## config.mk

```make
export PLATFORM = sky130hd
export DESIGN_NAME = quad_encoder_button_reporter_flat
export DESIGN_NICKNAME = d
export VERILOG_FILES = /design/src/hdl/qenc_pkg.sv /design/src/hdl/qenc_if.sv /design/src/hdl/quad_encoder_button_reporter.sv /design/src/hdl/qenc_decoder.sv /design/src/hdl/qenc_hold_timer.sv /design/src/flat_wrapper.sv
export SDC_FILE = /design/constraint.sdc
export NUM_CORES = 1
export LEC_CHECK = 0
export ABC_AREA = 1
export ABC_CLOCK_PERIOD_IN_PS = 4910
export BUFFER_PORTS_ARGS = -buffer_cell sky130_fd_sc_hd__buf_4
export CORE_ASPECT_RATIO = 1.2
export CORE_MARGIN = 4
export CORE_UTILIZATION = 30
export CTS_CLUSTER_SIZE = 25
export DETAILED_ROUTE_END_ITERATION = 7
export MAX_ROUTING_LAYER = met4
export PLACE_DENSITY = 0.56
export RECOVER_POWER = 50
export SLEW_MARGIN = 10
export SYNTH_ARGS = -nofsm -noshare
export SYNTH_HDL_FRONTEND = slang
export SYNTH_SLANG_ARGS = --single-unit
```

## constraint.sdc

```tcl
create_clock -name clk -period 4.91 [get_ports clk]
set_clock_uncertainty 0.2 [all_clocks]
set_input_delay 0.982 -clock clk [delete_from_list [all_inputs] [get_ports clk]]
set_output_delay 0.982 -clock clk [all_outputs]
set_load 0.1 [all_outputs]
```

## src/hdl/qenc_pkg.sv

```systemverilog
// types, constants and step rules shared by the encoder reporter
package qenc_pkg;

    typedef logic signed [3:0] step_count_t;
    typedef logic [1:0]        direction_t;

    localparam direction_t DIR_NONE  = 2'd0;
    localparam direction_t DIR_RIGHT = 2'd1;
    localparam direction_t DIR_LEFT  = 2'd3;

    localparam step_count_t COUNT_RIGHT = 4'sd4;
    localparam step_count_t COUNT_LEFT  = -4'sd4;

    localparam int unsigned BUTTON_WIDTH   = 15;
    localparam int unsigned REPORT_ENC_MAX = 4;
    localparam logic [15:0] HOLD_TICKS_RESET = 16'd1563;

    typedef struct packed {
        step_count_t count;
        direction_t  dir;
        logic        detent;
    } rule_result_t;

    typedef struct packed {
        direction_t dir;
        logic       detent;
    } enc_status_t;

    // one rule set (channel a or channel b) followed by detent and rest checks
    function automatic rule_result_t apply_rule(
        input step_count_t c,
        input direction_t  dir,
        input logic        a,
        input logic        b,
        input logic        on_b
    );
        rule_result_t r;
        logic         dec;
        logic         inc;
        r.count  = c;
        r.dir    = dir;
        r.detent = 1'b0;
        if (on_b) begin
            dec = (c == -4'sd1 && !a && !b) || (c == -4'sd3 && a && b);
            inc = (c == 4'sd0 && a && !b) || (c == 4'sd2 && !a && b);
        end else begin
            dec = (c == 4'sd0 && !a && b) || (c == -4'sd2 && a && !b);
            inc = (c == 4'sd1 && !a && !b) || (c == 4'sd3 && a && b);
        end
        if (dec) begin
            r.count = c - 4'sd1;
        end else if (inc) begin
            r.count = c + 4'sd1;
        end
        if (r.count == COUNT_RIGHT || r.count == COUNT_LEFT) begin
            r.dir    = (r.count == COUNT_RIGHT) ? DIR_RIGHT : DIR_LEFT;
            r.count  = 4'sd0;
            r.detent = 1'b1;
        end
        if (a && b) begin
            r.count = 4'sd0;
        end
        return r;
    endfunction

endpackage

```

## src/hdl/qenc_if.sv

```systemverilog
// handshake channels: sample items, report items and the configuration write
interface qenc_sample_if;
    import qenc_pkg::*;
    logic                    valid;
    logic                    ready;
    logic [3:0]              pin_a_levels;
    logic [3:0]              pin_b_levels;
    logic [BUTTON_WIDTH-1:0] button_levels;
    logic                    switch_level;
    logic                    host_ready;

    modport source (output valid, pin_a_levels, pin_b_levels, button_levels,
                    switch_level, host_ready, input ready);
    modport sink   (input valid, pin_a_levels, pin_b_levels, button_levels,
                    switch_level, host_ready, output ready);
endinterface

interface qenc_report_if;
    logic       valid;
    logic       ready;
    logic [7:0] report_byte0;
    logic [7:0] report_byte1;
    logic [7:0] report_byte2;

    modport source (output valid, report_byte0, report_byte1, report_byte2,
                    input ready);
    modport sink   (input valid, report_byte0, report_byte1, report_byte2,
                    output ready);
endinterface

interface qenc_cfg_if;
    logic        valid;
    logic        ready;
    logic [15:0] data;

    modport source (output valid, data, input ready);
    modport sink   (input valid, data, output ready);
endinterface

```

## src/hdl/quad_encoder_button_reporter.sv

```systemverilog
// top level: quadrature encoder and button reporter
//
// sample (sink): one item per sample of the encoder pins, the 15 active-low
//   buttons, the toggle switch and the host-ready flag; each item is also one
//   tick of the hold timer
// report (source): three report bytes, sent only when the host is ready and
//   the report differs from the last one sent; many items give no report
// cfg (sink): write of hold_ticks, taken in any cycle; write it only while idle
// latency: a report is valid one cycle after its item is accepted (the item is
//   worked from the input register straight into the result register)
// throughput: one item per cycle; the only stall is a report still held in
//   the result register when the next item is due to be worked
// a stalled report receiver holds the result register and, behind it, the
//   input register; sample.ready drops once both are full
// reset clears counts, directions, switch flag, hold timer, accumulator and
//   last report; hold_ticks returns to 1563; the first item after reset loads
//   the switch reference without raising the flag
module quad_encoder_button_reporter
    import qenc_pkg::*;
#(
    parameter int NUM_ENCODERS = 4
)
(
    input  logic          clk,
    input  logic          rst_n,
    qenc_sample_if.sink   sample,
    qenc_report_if.source report,
    qenc_cfg_if.sink      cfg
);

    localparam int REPORTED = (NUM_ENCODERS < REPORT_ENC_MAX) ? NUM_ENCODERS
                                                               : REPORT_ENC_MAX;

    // input register
    logic                    in_valid_reg;
    logic [3:0]              pin_a_reg;
    logic [3:0]              pin_b_reg;
    logic [BUTTON_WIDTH-1:0] buttons_reg;
    logic                    switch_reg;
    logic                    host_ready_reg;

    // block state
    logic [15:0]             hold_ticks_reg;
    logic                    primed_reg;
    logic                    switch_ref_reg;
    logic                    switch_flag_reg, switch_flag_next;
    logic [BUTTON_WIDTH-1:0] accum_reg, accum_next;
    logic [23:0]             last_report_reg;

    // result register
    logic                    out_valid_reg;
    logic [23:0]             out_data_reg;

    logic                    advance;
    logic                    switch_change;
    logic                    switch_flag_now;
    logic [BUTTON_WIDTH-1:0] accum_now;
    logic                    any_detent;
    logic                    hold_elapsed;
    logic                    clear_latched;
    logic [7:0]              dir_byte;
    logic [23:0]             report_now;
    logic                    emit;
    enc_status_t             enc_status [NUM_ENCODERS];
    logic [NUM_ENCODERS-1:0] detents;

    // work the held item once the result register has room
    assign advance      = in_valid_reg & (~out_valid_reg | report.ready);
    assign sample.ready = ~in_valid_reg | advance;
    assign cfg.ready    = 1'b1;

    always_ff @(posedge clk or negedge rst_n)
    begin
        if (!rst_n) begin
            in_valid_reg <= 1'b0;
        end else if (sample.ready) begin
            in_valid_reg <= sample.valid;
        end
    end

    always_ff @(posedge clk)
    begin
        if (sample.ready && sample.valid) begin
            pin_a_reg      <= sample.pin_a_levels;
            pin_b_reg      <= sample.pin_b_levels;
            buttons_reg    <= sample.button_levels;
            switch_reg     <= sample.switch_level;
            host_ready_reg <= sample.host_ready;
        end
    end

    always_ff @(posedge clk or negedge rst_n)
    begin
        if (!rst_n) begin
            hold_ticks_reg <= HOLD_TICKS_RESET;
        end else if (cfg.valid) begin
            hold_ticks_reg <= cfg.data;
        end
    end

    // switch edge: the reference always follows the sampled level
    assign switch_change   = primed_reg & (switch_reg != switch_ref_reg);
    assign switch_flag_now = switch_flag_reg | switch_change;

    // per-encoder decoders; encoders past the fourth see pins held low
    genvar gi;
    generate
        for (gi = 0; gi < NUM_ENCODERS; gi++) begin : g_enc
            logic pin_a;
            logic pin_b;
            if (gi < REPORT_ENC_MAX) begin : g_pins
                assign pin_a = pin_a_reg[gi];
                assign pin_b = pin_b_reg[gi];
            end else begin : g_nopins
                assign pin_a = 1'b0;
                assign pin_b = 1'b0;
            end
            qenc_decoder u_decoder (
                .clk       (clk),
                .rst_n     (rst_n),
                .advance   (advance),
                .clear_dir (clear_latched),
                .pin_a     (pin_a),
                .pin_b     (pin_b),
                .status    (enc_status[gi])
            );
            assign detents[gi] = enc_status[gi].detent;
        end
    endgenerate

    assign any_detent = |detents;

    qenc_hold_timer u_hold_timer (
        .clk        (clk),
        .rst_n      (rst_n),
        .advance    (advance),
        .restart    (any_detent | switch_change),
        .hold_ticks (hold_ticks_reg),
        .elapsed    (hold_elapsed)
    );

    // latched events clear after a report slot once the hold has run out
    assign clear_latched = host_ready_reg & hold_elapsed;
    assign accum_now     = accum_reg | ~buttons_reg;

    always_comb
    begin
        dir_byte = '0;
        for (int i = 0; i < REPORTED; i++) begin
            if (enc_status[i].dir == DIR_LEFT) begin
                dir_byte[2*i] = 1'b1;
            end else if (enc_status[i].dir == DIR_RIGHT) begin
                dir_byte[2*i+1] = 1'b1;
            end
        end
        report_now = {dir_byte, switch_flag_now, accum_now[14:8], accum_now[7:0]};
        emit       = host_ready_reg & (report_now != last_report_reg);
        accum_next = host_ready_reg ? '0 : accum_now;
        switch_flag_next = clear_latched ? 1'b0 : switch_flag_now;
    end

    always_ff @(posedge clk or negedge rst_n)
    begin
        if (!rst_n) begin
            primed_reg      <= 1'b0;
            switch_ref_reg  <= 1'b0;
            switch_flag_reg <= 1'b0;
            accum_reg       <= '0;
            last_report_reg <= '0;
        end else if (advance) begin
            primed_reg      <= 1'b1;
            switch_ref_reg  <= switch_reg;
            switch_flag_reg <= switch_flag_next;
            accum_reg       <= accum_next;
            if (emit) begin
                last_report_reg <= report_now;
            end
        end
    end

    always_ff @(posedge clk or negedge rst_n)
    begin
        if (!rst_n) begin
            out_valid_reg <= 1'b0;
        end else if (advance) begin
            out_valid_reg <= emit;
        end else if (report.ready) begin
            out_valid_reg <= 1'b0;
        end
    end

    always_ff @(posedge clk)
    begin
        if (advance && emit) begin
            out_data_reg <= report_now;
        end
    end

    assign report.valid        = out_valid_reg;
    assign report.report_byte0 = out_data_reg[7:0];
    assign report.report_byte1 = out_data_reg[15:8];
    assign report.report_byte2 = out_data_reg[23:16];

endmodule

```

## src/hdl/qenc_decoder.sv

```systemverilog
// full-step decoder for one encoder: step count, last pins and latched direction
module qenc_decoder
    import qenc_pkg::*;
(
    input  logic        clk,
    input  logic        rst_n,
    input  logic        advance,
    input  logic        clear_dir,
    input  logic        pin_a,
    input  logic        pin_b,
    output enc_status_t status
);

    step_count_t  count_reg, count_next;
    logic [1:0]   prev_reg;
    direction_t   dir_reg, dir_next;
    rule_result_t after_a;
    rule_result_t after_b;

    always_comb
    begin
        after_a = '{count: count_reg, dir: dir_reg, detent: 1'b0};
        if (pin_a != prev_reg[1]) begin
            after_a = apply_rule(count_reg, dir_reg, pin_a, pin_b, 1'b0);
        end
        after_b = '{count: after_a.count, dir: after_a.dir, detent: 1'b0};
        if (pin_b != prev_reg[0]) begin
            after_b = apply_rule(after_a.count, after_a.dir, pin_a, pin_b, 1'b1);
        end
        status.dir    = after_b.dir;
        status.detent = after_a.detent | after_b.detent;
        count_next    = after_b.count;
        dir_next      = clear_dir ? DIR_NONE : after_b.dir;
    end

    always_ff @(posedge clk or negedge rst_n)
    begin
        if (!rst_n) begin
            count_reg <= 4'sd0;
            prev_reg  <= 2'b11;
            dir_reg   <= DIR_NONE;
        end else if (advance) begin
            count_reg <= count_next;
            prev_reg  <= {pin_a, pin_b};
            dir_reg   <= dir_next;
        end
    end

endmodule

```

## src/hdl/qenc_hold_timer.sv

```systemverilog
// hold timer: ticks once per item, restarted by a detent or a switch change
module qenc_hold_timer
    import qenc_pkg::*;
(
    input  logic        clk,
    input  logic        rst_n,
    input  logic        advance,
    input  logic        restart,
    input  logic [15:0] hold_ticks,
    output logic        elapsed
);

    logic [15:0] counter_reg, counter_next;
    logic        elapsed_reg;
    logic [16:0] tick;
    logic        expired;

    always_comb
    begin
        tick    = {1'b0, counter_reg} + 17'd1;
        expired = tick >= {1'b0, hold_ticks};
        elapsed = (elapsed_reg | expired) & ~restart;
        if (restart || expired) begin
            counter_next = '0;
        end else begin
            counter_next = tick[15:0];
        end
    end

    always_ff @(posedge clk or negedge rst_n)
    begin
        if (!rst_n) begin
            counter_reg <= '0;
            elapsed_reg <= 1'b0;
        end else if (advance) begin
            counter_reg <= counter_next;
            elapsed_reg <= elapsed;
        end
    end

endmodule

```

## src/flat_wrapper.sv

```systemverilog
// flat-port wrapper written by rule: the top's interface ports become plain ports
module quad_encoder_button_reporter_flat import qenc_pkg::*;
#(
    parameter int NUM_ENCODERS = 4
)
  (clk, rst_n, sample_valid, sample_pin_a_levels, sample_pin_b_levels, sample_button_levels, sample_switch_level, sample_host_ready, sample_ready, report_valid, report_report_byte0, report_report_byte1, report_report_byte2, report_ready, cfg_valid, cfg_data, cfg_ready);
  qenc_sample_if sample_i ();
  qenc_report_if report_i ();
  qenc_cfg_if cfg_i ();
  input  logic clk;
  input  logic rst_n;
  input wire logic [$bits(sample_i.valid)-1:0] sample_valid;
  input wire logic [$bits(sample_i.pin_a_levels)-1:0] sample_pin_a_levels;
  input wire logic [$bits(sample_i.pin_b_levels)-1:0] sample_pin_b_levels;
  input wire logic [$bits(sample_i.button_levels)-1:0] sample_button_levels;
  input wire logic [$bits(sample_i.switch_level)-1:0] sample_switch_level;
  input wire logic [$bits(sample_i.host_ready)-1:0] sample_host_ready;
  output wire logic [$bits(sample_i.ready)-1:0] sample_ready;
  output wire logic [$bits(report_i.valid)-1:0] report_valid;
  output wire logic [$bits(report_i.report_byte0)-1:0] report_report_byte0;
  output wire logic [$bits(report_i.report_byte1)-1:0] report_report_byte1;
  output wire logic [$bits(report_i.report_byte2)-1:0] report_report_byte2;
  input wire logic [$bits(report_i.ready)-1:0] report_ready;
  input wire logic [$bits(cfg_i.valid)-1:0] cfg_valid;
  input wire logic [$bits(cfg_i.data)-1:0] cfg_data;
  output wire logic [$bits(cfg_i.ready)-1:0] cfg_ready;
  assign sample_i.valid = sample_valid;
  assign sample_i.pin_a_levels = sample_pin_a_levels;
  assign sample_i.pin_b_levels = sample_pin_b_levels;
  assign sample_i.button_levels = sample_button_levels;
  assign sample_i.switch_level = sample_switch_level;
  assign sample_i.host_ready = sample_host_ready;
  assign sample_ready = sample_i.ready;
  assign report_valid = report_i.valid;
  assign report_report_byte0 = report_i.report_byte0;
  assign report_report_byte1 = report_i.report_byte1;
  assign report_report_byte2 = report_i.report_byte2;
  assign report_i.ready = report_ready;
  assign cfg_i.valid = cfg_valid;
  assign cfg_i.data = cfg_data;
  assign cfg_ready = cfg_i.ready;
  quad_encoder_button_reporter #(.NUM_ENCODERS(NUM_ENCODERS)) u_core (.clk(clk), .rst_n(rst_n), .sample(sample_i), .report(report_i), .cfg(cfg_i));
endmodule
```

# ---- Word-level counts from Yosys, hierarchy flattened
# Index checks and enable logic that the tools add are counted.
dict set report word_totals {
  ff_bits 158
  n_memories 0
  mem_bits_rw 0
  romBits 0
  wordCells 330
  latchBits 0
  input_bits 46
  out_inout_bits 27
}
dict set report op_classes {
  n_div 0
  n_lt_le_gt_ge 1
  n_addsub 17
  reduce_logical 114
  multipliers 0
  bitwise_logic 19
  n_shift 0
  n_eq_ne 58
  n_mux 93
}
# cell count
set ops {}
lappend ops {{$mux 4} 32}
lappend ops {{$mux 7} 16}
lappend ops {{$eq 4x3->1 const B} 20}
lappend ops {{$logic_and 1x1->1} 70}
lappend ops {{$add 4x2->4 const B} 8}
lappend ops {{$eq 4x2->1 const B} 8}
lappend ops {{$eq 4x4->1 const B} 8}
lappend ops {{$logic_not 4->1} 8}
lappend ops {{$sub 4x2->4 const B} 8}
lappend ops {{$mux 1} 31}
lappend ops {{$logic_or 1x1->1} 25}
lappend ops {{$mux 2} 12}
lappend ops {{$ne 24x24->1} 1}
lappend ops {{$add 16x1->17 const B} 1}
lappend ops {{$ge 17x16->1} 1}
lappend ops {{$eq 4x1->1 const B} 4}
lappend ops {{$mux 16} 1}
lappend ops {{$mux 15} 1}
lappend ops {{$not 15->15} 1}
lappend ops {{$or 15x15->15} 1}
lappend ops {{$ne 1x1->1} 9}
lappend ops {{$or 1x1->1} 9}
lappend ops {{$eq 2x1->1 const B} 4}
lappend ops {{$eq 2x2->1 const B} 4}
lappend ops {{6 further kinds} 19}

# ---- Logic depth before layout (Yosys ltp)
# Gate-level depths: netlist of the first run.
dict set report logic_depth {
  word_depth 33
  mapped_depth 36
  mapped_depth_nobuf 35
}

# ---- Hierarchy
# From an unflattened synthesis of the first run, not the netlist that was laid out.
dict set report unflattened {
  cells_unflattened 1325
  hier_area_um2 10781.6
}
# mod instances cells_each area_each_um2 seq_area_each_um2
set by_module_without_submodules {}
lappend by_module_without_submodules {quad_encoder_button_reporter 1 419 4474.3 2980.4}
lappend by_module_without_submodules {{qenc_decoder (u_core.g_enc[1].u_decoder ...)} 2 170 1228.7 202.7}
lappend by_module_without_submodules {qenc_hold_timer 1 247 1644.1 425.4}
lappend by_module_without_submodules {{qenc_decoder (u_core.g_enc[2].u_decoder)} 1 166 1158.6 202.7}
lappend by_module_without_submodules {{qenc_decoder (u_core.g_enc[0].u_decoder)} 1 153 1047.3 202.7}

# ---- Worst setup path before layout of the first run
# Ideal clock, no wire load.
dict set report synth_timing {
  path_kind {reg-to-reg}
  start {reg u_core.g_enc[2].u_decoder.count_reg[0]}
  end {reg u_core.out_data_reg[0] (enable)}
  required_ns 4.331
  path_slack_ns 0.528
  stages_incl_launch_ff 34
  path_buffers 1
  t_arrival_ns 3.803
  synth_period_minus_slack_ns 4.382
  setup_time_ns 0.379
  path_cell_list {dfrtp_1 > inv_1 > ha_1 > nand3_1 > nand2_1 > nand2_2 > nand2_1 > nand2_1 > nand2_1 > o22ai_1 > inv_1 > ha_1 > inv_1 > o22ai_1 > nand2_1 > inv_1 > nand3_1 > inv_1 > nand2_2 > nand3_1 > nand2_2 > nand3_4 > nor2_4 > nand2_1 > nand2_2 > inv_1 > nand2_1 > nand2_1 > nand3_1 > nor2_2 > nand2_4 > nand2_8 > buf_8 > inv_1}
}
dict set report synth_via {
  elab_chain_cells 31
  word_cells_on_any_way 63
  cone_classes {4 x add/sub; 13 x eq/ne; 20 x mux; 1 x bitwise; 25 x reduce/logical}
}
# item line
set synth_rtl {}
lappend synth_rtl {{from (decl)} qenc_decoder.sv:14} ;# step_count_t count_reg, count_next;
lappend synth_rtl {{from (signal assigned)} qenc_decoder.sv:43} ;# count_reg <= count_next;
lappend synth_rtl {{$eq 4x2->1 / $eq 4x3->1 (equally long branches)} qenc_pkg.sv:48} ;# inc = (c == 4'sd1 && !a && !b) || (c == 4'sd3 && a && b);
lappend synth_rtl {{$logic_and 1x1->1 (2 in a row)} qenc_pkg.sv:48}
lappend synth_rtl {{$logic_or 1x1->1} qenc_pkg.sv:48}
lappend synth_rtl {{$mux 1} qenc_decoder.sv:23} ;# if (pin_a != prev_reg[1]) begin
lappend synth_rtl {{$mux 4} qenc_pkg.sv:52} ;# end else if (inc) begin
lappend synth_rtl {{$mux 4} qenc_pkg.sv:50} ;# if (dec) begin
lappend synth_rtl {{$mux 4} qenc_decoder.sv:23}
lappend synth_rtl {{$eq 4x4->1 / $eq 4x3->1 (equally long branches)} {qenc_pkg.sv:55, qenc_pkg.sv:56}}
lappend synth_rtl {{[... 14 more ...]} -}
lappend synth_rtl {{$mux 7} qenc_pkg.sv:55} ;# if (r.count == COUNT_RIGHT || r.count == COUNT_LEFT) begin
lappend synth_rtl {{$mux 7 (*)} qenc_decoder.sv:27} ;# if (pin_b != prev_reg[0]) begin
lappend synth_rtl {{$eq 2x1->1} quad_encoder_button_reporter.sv:152} ;# end else if (enc_status[i].dir == DIR_RIGHT) begin
lappend synth_rtl {{$mux 1} quad_encoder_button_reporter.sv:152}
lappend synth_rtl {{$mux 1} quad_encoder_button_reporter.sv:150} ;# if (enc_status[i].dir == DIR_LEFT) begin
lappend synth_rtl {{$ne 24x24->1 (*)} quad_encoder_button_reporter.sv:157} ;# emit = host_ready_reg & (report_now != last_report_reg);
lappend synth_rtl {{$and 1x1->1 (*)} quad_encoder_button_reporter.sv:157}
lappend synth_rtl {{$logic_and 1x1->1 (*)} quad_encoder_button_reporter.sv:194} ;# if (advance && emit) begin
lappend synth_rtl {{to (signal assigned)} quad_encoder_button_reporter.sv:195} ;# out_data_reg <= report_now;
lappend synth_rtl {{to (decl)} quad_encoder_button_reporter.sv:52} ;# logic [23:0] out_data_reg;
# Every way passes the cells marked *; elsewhere a longest branch is shown, timed or not. The select of a mux whose other input is x is not followed.
# A chain may end at the register's enable or synchronous reset.

# ---- Worst setup path after layout of the first run
dict set report layout_timing {
  start {reg u_core.g_enc[3].u_decoder.count_reg[1]}
  end {reg u_core.out_data_reg[1] (enable)}
}
dict set report layout_via {
  elab_chain_cells 31
  word_cells_on_any_way 63
  cone_classes {4 x add/sub; 13 x eq/ne; 20 x mux; 1 x bitwise; 25 x reduce/logical}
}
# item line
set layout_rtl {}
lappend layout_rtl {{from (decl)} qenc_decoder.sv:14}
lappend layout_rtl {{from (signal assigned)} qenc_decoder.sv:43}
lappend layout_rtl {{$eq 4x2->1 / $eq 4x3->1 (equally long branches)} qenc_pkg.sv:48}
lappend layout_rtl {{$logic_and 1x1->1 (2 in a row)} qenc_pkg.sv:48}
lappend layout_rtl {{$logic_or 1x1->1} qenc_pkg.sv:48}
lappend layout_rtl {{$mux 1} qenc_decoder.sv:23}
lappend layout_rtl {{$mux 4} qenc_pkg.sv:52}
lappend layout_rtl {{$mux 4} qenc_pkg.sv:50}
lappend layout_rtl {{$mux 4} qenc_decoder.sv:23}
lappend layout_rtl {{$eq 4x4->1 / $eq 4x3->1 (equally long branches)} {qenc_pkg.sv:55, qenc_pkg.sv:56}}
lappend layout_rtl {{[... 14 more ...]} -}
lappend layout_rtl {{$mux 7} qenc_pkg.sv:55}
lappend layout_rtl {{$mux 7 (*)} qenc_decoder.sv:27}
lappend layout_rtl {{$eq 2x1->1} quad_encoder_button_reporter.sv:152}
lappend layout_rtl {{$mux 1} quad_encoder_button_reporter.sv:152}
lappend layout_rtl {{$mux 1} quad_encoder_button_reporter.sv:150}
lappend layout_rtl {{$ne 24x24->1 (*)} quad_encoder_button_reporter.sv:157}
lappend layout_rtl {{$and 1x1->1 (*)} quad_encoder_button_reporter.sv:157}
lappend layout_rtl {{$logic_and 1x1->1 (*)} quad_encoder_button_reporter.sv:194}
# Marked as above.

==> results of run 1 <==
==> critical path: cells and delay by family (launching register included) <==
kind / cells / cell delay, ps
simple gates: 19 / 1590
fa+ha+maj: 2 / 340
compound gates: 4 / 570
flops: 1 / 410
buf+inv: 9 / 1010
==> final timing paths <==
check	endpoint	depth (start not counted)	slack (ps)
max	u_core.out_data_reg[1]	34	470
min	u_core.primed_reg	1	270
max reg2reg	u_core.out_data_reg[1]	34	470
min reg2reg	u_core.primed_reg	1	270
max in group asynchronous	u_core.u_hold_timer.counter_reg[15]	2	1020
min in group asynchronous	u_core.hold_ticks_reg[8]	1	1370
==> layout make-up <==
class | count | area (um2) | area share
clock inverter | 12 | 104 | 0.00930
sequential | 158 | 4220 | 0.378
multi-input combinational | 821 | 4590 | 0.411
tap | 401 | 502 | 0.0449
timing repair buffer | 87 | 637 | 0.0570
clock buffer | 20 | 437 | 0.0391
inverter | 181 | 679 | 0.0608
==> what timing repair did <==
item,4_1_cts,5_1_grt
buffers inserted,0,0
endpoints found under the setup margin,0,15
gates resized for setup,0,2
endpoints found under the hold margin,0,0
==> report_power, final <==
group	switching, mW	internal [mW]	total [mW]
logic	1.77	0.862	2.63
registers	0.206	1.65	1.86
clock network	0.575	0.660	1.24
total	2.55	3.18	5.72
==> cell families after synthesis <==
family                     share of synthesized area
buffers and inverters                         0.0879
xor gates and xnor gates                      0.0336
DFF                                            0.437
AOI/OAI and AO/OA                             0.0944
adders and majority gates                     0.0739
and+or+nand+nor                                0.271
muxes                                        0.00233
other                                       0.000389
==> layout by cell type, fill, tap and decap left out, drive strengths merged, types with 4 or more instances in the layout <==
| cell type | n |
|---|---|
| a21oi | 30 |
| a22oi | 12 |
| buf | 57 |
| clkbuf | 50 |
| clkinvlp | 5 |
| dfrtp | 95 |
| dfstp | 14 |
| edfxtp | 49 |
| ha | 57 |
| inv | 187 |
| nand2 | 326 |
| nand3 | 126 |
| nand4 | 27 |
| nor2 | 74 |
| nor3 | 8 |
| nor4 | 4 |
| o21ai | 78 |
| o21bai | 9 |
| o22ai | 7 |
| xnor2 | 21 |
| xor2 | 16 |
==> metal layers <==
layer,up-vias,global-route usage,part of all wire
met3,24,0.0201,0.025
li1,4027,-,-
met2,121,0.232,0.50
met5,-,-,0
met4,0,0.0399,0.015
met1,3647,0.169,0.46
==> through the flow <==
| stage | total power, mW | hold WS (ps) | cells |
|---|---|---|---|
| 2_1_floorplan | 3.91 | 240 | 1192 |
| 4_1_cts | 5.78 | 275 | 1680 |
| 5_1_grt | 6.22 | 293 | 1680 |
| 3_3_place_gp | 4.48 | 251 | 1648 |
| 6_report | 5.72 | 273 | 1680 |
| 3_5_place_dp | 4.52 | 260 | 1648 |
==> metrics.md, run 1 <==
| Metric | Value |
|---|---|
| Status | `finished, violations left` |
| Violated checks | `capacitance limit, slew limit` |
| Rel. slew slack | `-1.10` |
| FF-to-FF Start | `u_core.g_enc[3].u_decoder.count_reg[1]` |
| Slew @ Worst Pin | `roughly 3100 ps` |
| Post-synth top area share | `0.246` |
| Final core utilization | `0.354` |
| Worst setup path class | `register to register` |
| YS warnings | `0` |
| Crit path DAT | `roughly 4400 ps` |
| Final hold viol count | `0` |
| Number of global-route vias before repair | `~8000` |
| Initial core utilization | `0.306` |
| Crit. End Element | `register` |
| Nets | `1369` |
| Hold Crit Class | `register to register` |
| Tot GR Track Use | `0.137` |
| Synth-to-Final Area Change | `15.7%` |
| Unique cell type count in the Yosys netlist | `53` |
| Fin area | `~11000 um2` |
| First drt pass iteration count | `5` |
| Pleak | `5.41 nW` |
| Final min period | `4440 ps` |
| CTS buffer count | `17` |
| Largest net degree at the start of global routing | `58` |
| Grt ovf | `0` |
| Final ANT Viol Nets | `0` |
| CP max stage cell | `dfrtp_1` |
| CTS tree | `done` |
| Top cell by count, worst path | `nand2_1` |
| Synth top cells by count | `nand2_1, inv_1, nand3_1` |
| Synthesized instance count | `1192` |
| N_diodes | `0` |
| Crit path launch type | `register` |
| RSZ-0062 raised after global routing | `false` |
| Clock root cell | `clkbuf_16` |
| Final WL | `22700 um` |
| Worst path max stage delay | `approximately 400 ps` |
| Post-synth EDFFs | `between 40 and 50` |
| HPWL Detailed | `about 17000 um` |
| Via count | `around 7800` |
| # H-tree levels | `4` |
| Gp weighted congestion | `about 0.86` |
| CP required | `about 4800 ps` |
| Worst-case clock buffer depth | `2` |
| Final Cycle Share | `0.905` |
| Critical Path Start | `u_core.g_enc[3].u_decoder.count_reg[1]` |
| Largest cells by area after synthesis | `dfrtp_1, edfxtp_1, nand2_1, ha_1, inv_1` |
| Endpoints failing setup | `0` |
| Setup TNS | `0 ps` |
| Flops & latches, synth | `approximately 160` |
| Post-Syn Nets | `1295` |
| Max VDD drop | `approximately 0.00024 V` |
| Hold buffers post-CTS | `0` |
| Worst slack at placement | `roughly 400 ps` |
| Die Span X | `approximately 170 um` |
| Post-synth ARST share | `0.690` |
| Worst setup margin | `roughly 470 ps` |
| Share of cells above drive strength 1 | `0.153` |
| Die Y | `approximately 200 um` |
| Clk sink count | `158` |
| Full die area | `roughly 35000 um2` |
| Power per Cell Area | `~510 nW/um2` |
| Hold path startpoint | `u_core.primed_reg` |
| Via-to-Cell Ratio | `about 4.7` |
| DRC | `0` |
| Latest clock arrival within the worst-skew pair | `about 430 ps` |
| Sequential element share of the synthesized area | `0.437` |
| Slew Viols, Final | `58` |
| Num rows | `71` |
| Area of the core | `roughly 32000 um2` |
| Initial antenna violation count | `0` |
| Most instantiated library cell after synthesis | `nand2_1` |
| Main synth FF type | `dfrtp_1` |
| Worst-path clk slew | `roughly 70 ps` |
| First-pass GRT wire length | `38200 um` |
| Top achievable clock speed | `225 MHz` |
| Number of fillers in the final layout | `approximately 3200` |
| Initial DRC count | `about 520` |
| IO Count | `between 70 and 80` |
| Max-cap violation count | `1` |
| Cell taking the most area after synthesis | `dfrtp_1` |
| Post-Syn Area | `between 9000 and 10000 um2` |
| Worst-path fanout max | `26` |
| WL/cell | `roughly 14 um` |
| Port buffer count | `71` |
| Syn Area/Cell | `around 8 um2` |
| DP Area | `between 10000 and 15000 um2` |
Note: power is estimated with default switching activity, not from simulation.
==> run 2: changes to the inputs <==
Settings changed: CTS_CLUSTER_SIZE 25 to 14, PLACE_DENSITY 0.56 to not set, PLACE_DENSITY_LB_ADDON set to 0.25.
==> run 2 against run 1 <==
The run still ends with capacitance limit, slew limit left. Via count grew 1.2%. Sequential cell count unchanged. Worst hold slack improved by 1.4 ps. Combinational power rose by 2%. Design area rose by 0.64%. Sequential share of layout area decreased by 0.24 points. Setup slack improved by 4.8 ps. Largest cell class unchanged. Highest routed layer unchanged.
==> metrics.md, run 2 (synthesis results as in run 1) <==
| Metric | Value |
|---|---|
| Synth-to-Final Area Change | `16.4%` |
| WL/cell | `13.9 um (+2.9%)` |
| Max VDD drop | `0.000222 V (-6.1%)` |
| IO Count | `73 (unchanged)` |
| RSZ-0062 raised after global routing | `false` |
| Top achievable clock speed | `225 MHz (+0.11%)` |
| Status | `finished, violations left` |
| Final min period | `4440 ps (-4.77 ps)` |
| Latest clock arrival within the worst-skew pair | `450 ps (+20 ps)` |
| Crit path DAT | `4370 ps (about the same)` |
| Port buffer count | `71 (unchanged)` |
| Setup TNS | `0 ps (unchanged)` |
| Crit. End Element | `register` |
| First-pass GRT wire length | `38300 um (+0.22%)` |
| Endpoints failing setup | `0 (unchanged)` |
| Slew Viols, Final | `65 (+12%)` |
| R2R Setup Slk | `470 ps (about the same)` |
| FF-to-FF Start | `u_core.g_enc[2].u_decoder.count_reg[1]` |
| Share of cells above drive strength 1 | `0.156 (+0.00301)` |
| Worst path max stage delay | `430 ps (+20 ps)` |
| DRC | `0 (unchanged)` |
| Power per Cell Area | `521 nW/um2 (+1.7%)` |
| HPWL Detailed | `16900 um (-0.45%)` |
| Largest net degree at the start of global routing | `65 (+12%)` |
| N_diodes | `0 (unchanged)` |
| Die Span X | `172 um (unchanged)` |
| FF/Latch Area | `4220 um2 (unchanged)` |
| Full die area | `35100 um2 (unchanged)` |
| Grt ovf | `0 (unchanged)` |
| Pleak | `5.47 nW (+1.0%)` |
| CP required | `4840 ps (about the same)` |
| Via-to-Cell Ratio | `4.71 (+1.1%)` |
| CP max stage cell | `dfrtp_1` |
| Final Cycle Share | `0.904 (-0.000971)` |
| Worst Reg-to-Reg Cells | `35 (+2.9%)` |
| Area of the core | `31500 um2 (unchanged)` |
| CTS tree | `done` |
| Via count | `7912 (+1.2%)` |
| Most common cell after layout, fill and taps aside | `nand2_1` |
| Worst-path clk slew | `70 ps (about the same)` |
| Number of global-route vias before repair | `7657 (-1.9%)` |
| Violated checks | `capacitance limit, slew limit` |
| Slew @ Worst Pin | `1740 ps (-1400 ps)` |
| Worst setup path class | `register to register` |
| Buf/Inv on CP | `9 (unchanged)` |
| Gp weighted congestion | `0.863 (+0.41%)` |
| CTS buffer count | `17 (unchanged)` |
| Clk sink count | `158 (unchanged)` |
| Initial DRC count | `388 (-25%)` |
| Worst slack at placement | `315 ps (-82.6 ps)` |
| # H-tree levels | `4 (unchanged)` |
| Hold path cells | `2 (+1)` |
| Final hold viol count | `0 (unchanged)` |
| Number of fillers in the final layout | `3221 (+0.093%)` |
| Hold Crit Class | `register to register` |
| First drt pass iteration count | `5 (unchanged)` |
| Multi-input logic area | `4600 um2 (+0.11%)` |
| Most frequent cells in the layout | `nand2_1, inv_1, nand3_1` |
| Initial antenna violation count | `0 (unchanged)` |
| Clock root cell | `clkbuf_16` |
| RR Endpoint | `u_core.out_data_reg[10]` |
| Nets | `1370 (+0.073%)` |
| Worst-path fanout max | `26 (unchanged)` |
| Hold path startpoint | `u_core.last_report_reg[22]` |
| Num rows | `71 (unchanged)` |
| Hold EP | `u_core.last_report_reg[22]` |
| Max-cap violation count | `1 (unchanged)` |
| Delay-heaviest family, CP | `simple AND/OR/NAND/NOR gates` |
| Worst-case clock buffer depth | `2 (unchanged)` |
| Die Y | `204 um (unchanged)` |
| Crit path launch type | `register` |
| Final WL | `23400 um (+3.0%)` |
| Rel. slew slack | `-0.161 (+0.935)` |
| Initial core utilization | `0.306 (unchanged)` |
| Top cell by count, worst path | `nand2_1` |
| Worst setup margin | `474 ps (+4.77 ps)` |
| Tot GR Track Use | `0.139 (+0.00212)` |
| Final ANT Viol Nets | `0 (unchanged)` |
run 2: changes by cell type in the layout (fill, tap and decap cells not counted), sizes merged:
cell      change
buf           +2
clkinv        +5
clkbuf        -3
clkinvlp      -5
inv           +2
run 2: how the worst max path moves through the flow:
stage / slack (ps) / from / endpoint / cells past startpoint
after floorplan: 530 / u_core.g_enc[2].u_decoder.count_reg[0] / u_core.out_data_reg[0] / 33
after global placement: 400 / u_core.pin_a_reg[2] / u_core.out_data_reg[2] / 28
after detailed placement: 320 / u_core.g_enc[2].u_decoder.count_reg[0] / u_core.out_data_reg[11] / 34
after CTS: 290 / u_core.g_enc[2].u_decoder.count_reg[0] / u_core.out_data_reg[11] / 34
after global routing: 0.1 / u_core.g_enc[0].u_decoder.count_reg[0] / u_core.out_data_reg[10] / 29
final: 470 / u_core.g_enc[2].u_decoder.count_reg[1] / u_core.out_data_reg[10] / 35
run 2: per-stage QoR:
step                      power [mW]  instance area (um2)  cells   util  hold WS [ps]
after floorplan                 3.91                 9650   1192      -           240
after global placement          4.52                10700   1649  0.338           253
final                           5.85                11200   1681  0.356           274
after CTS                       5.91                11300   1681  0.357           276
after global routing            6.33                11200   1681  0.356           287
after detailed placement        4.55                10700   1649  0.338           258
run 2: worst reg2reg max path, delay by kind of cell (launching register included):
kind | cells | cell delay, ps
adders and majority gates | 2 | 350
and+or+nand+nor | 22 | 1820
buffers and inverters | 9 | 1110
AOI/OAI and AO/OA | 2 | 210
DFF | 1 | 430
run 2: final cells by class:
cell class              count  area share
multi-input cells         821       0.409
flip-flops and latches    158       0.375
inverters                 181      0.0605
repair buffers             88      0.0585
well taps                 401      0.0446
clock buffers              18      0.0391
clock inverters            14      0.0131
run 2: routing by layer:
metal  vias up  global-route usage  part of all wire
met2       162               0.233              0.49
li1       4028                   -                 -
met1      3702               0.171              0.46
met4         0              0.0444             0.017
met5         -                   -                 0
met3        20              0.0217             0.035
run 2: timing repair:
action                                  in CTS  in global routing
setup buffers                                0                  0
hold buffers                                 0                  0
endpoints found under the hold margin        0                  0
resized for setup                            0                  5
endpoints found under the setup margin       0                 25
run 2: report_power, final:
part           internal (mW)  switching (mW)  total [mW]  leakage (nW)
combinational          0.873            1.81        2.68          3.39
clock                  0.692           0.627        1.32         0.291
sequential              1.65           0.203        1.86          1.79
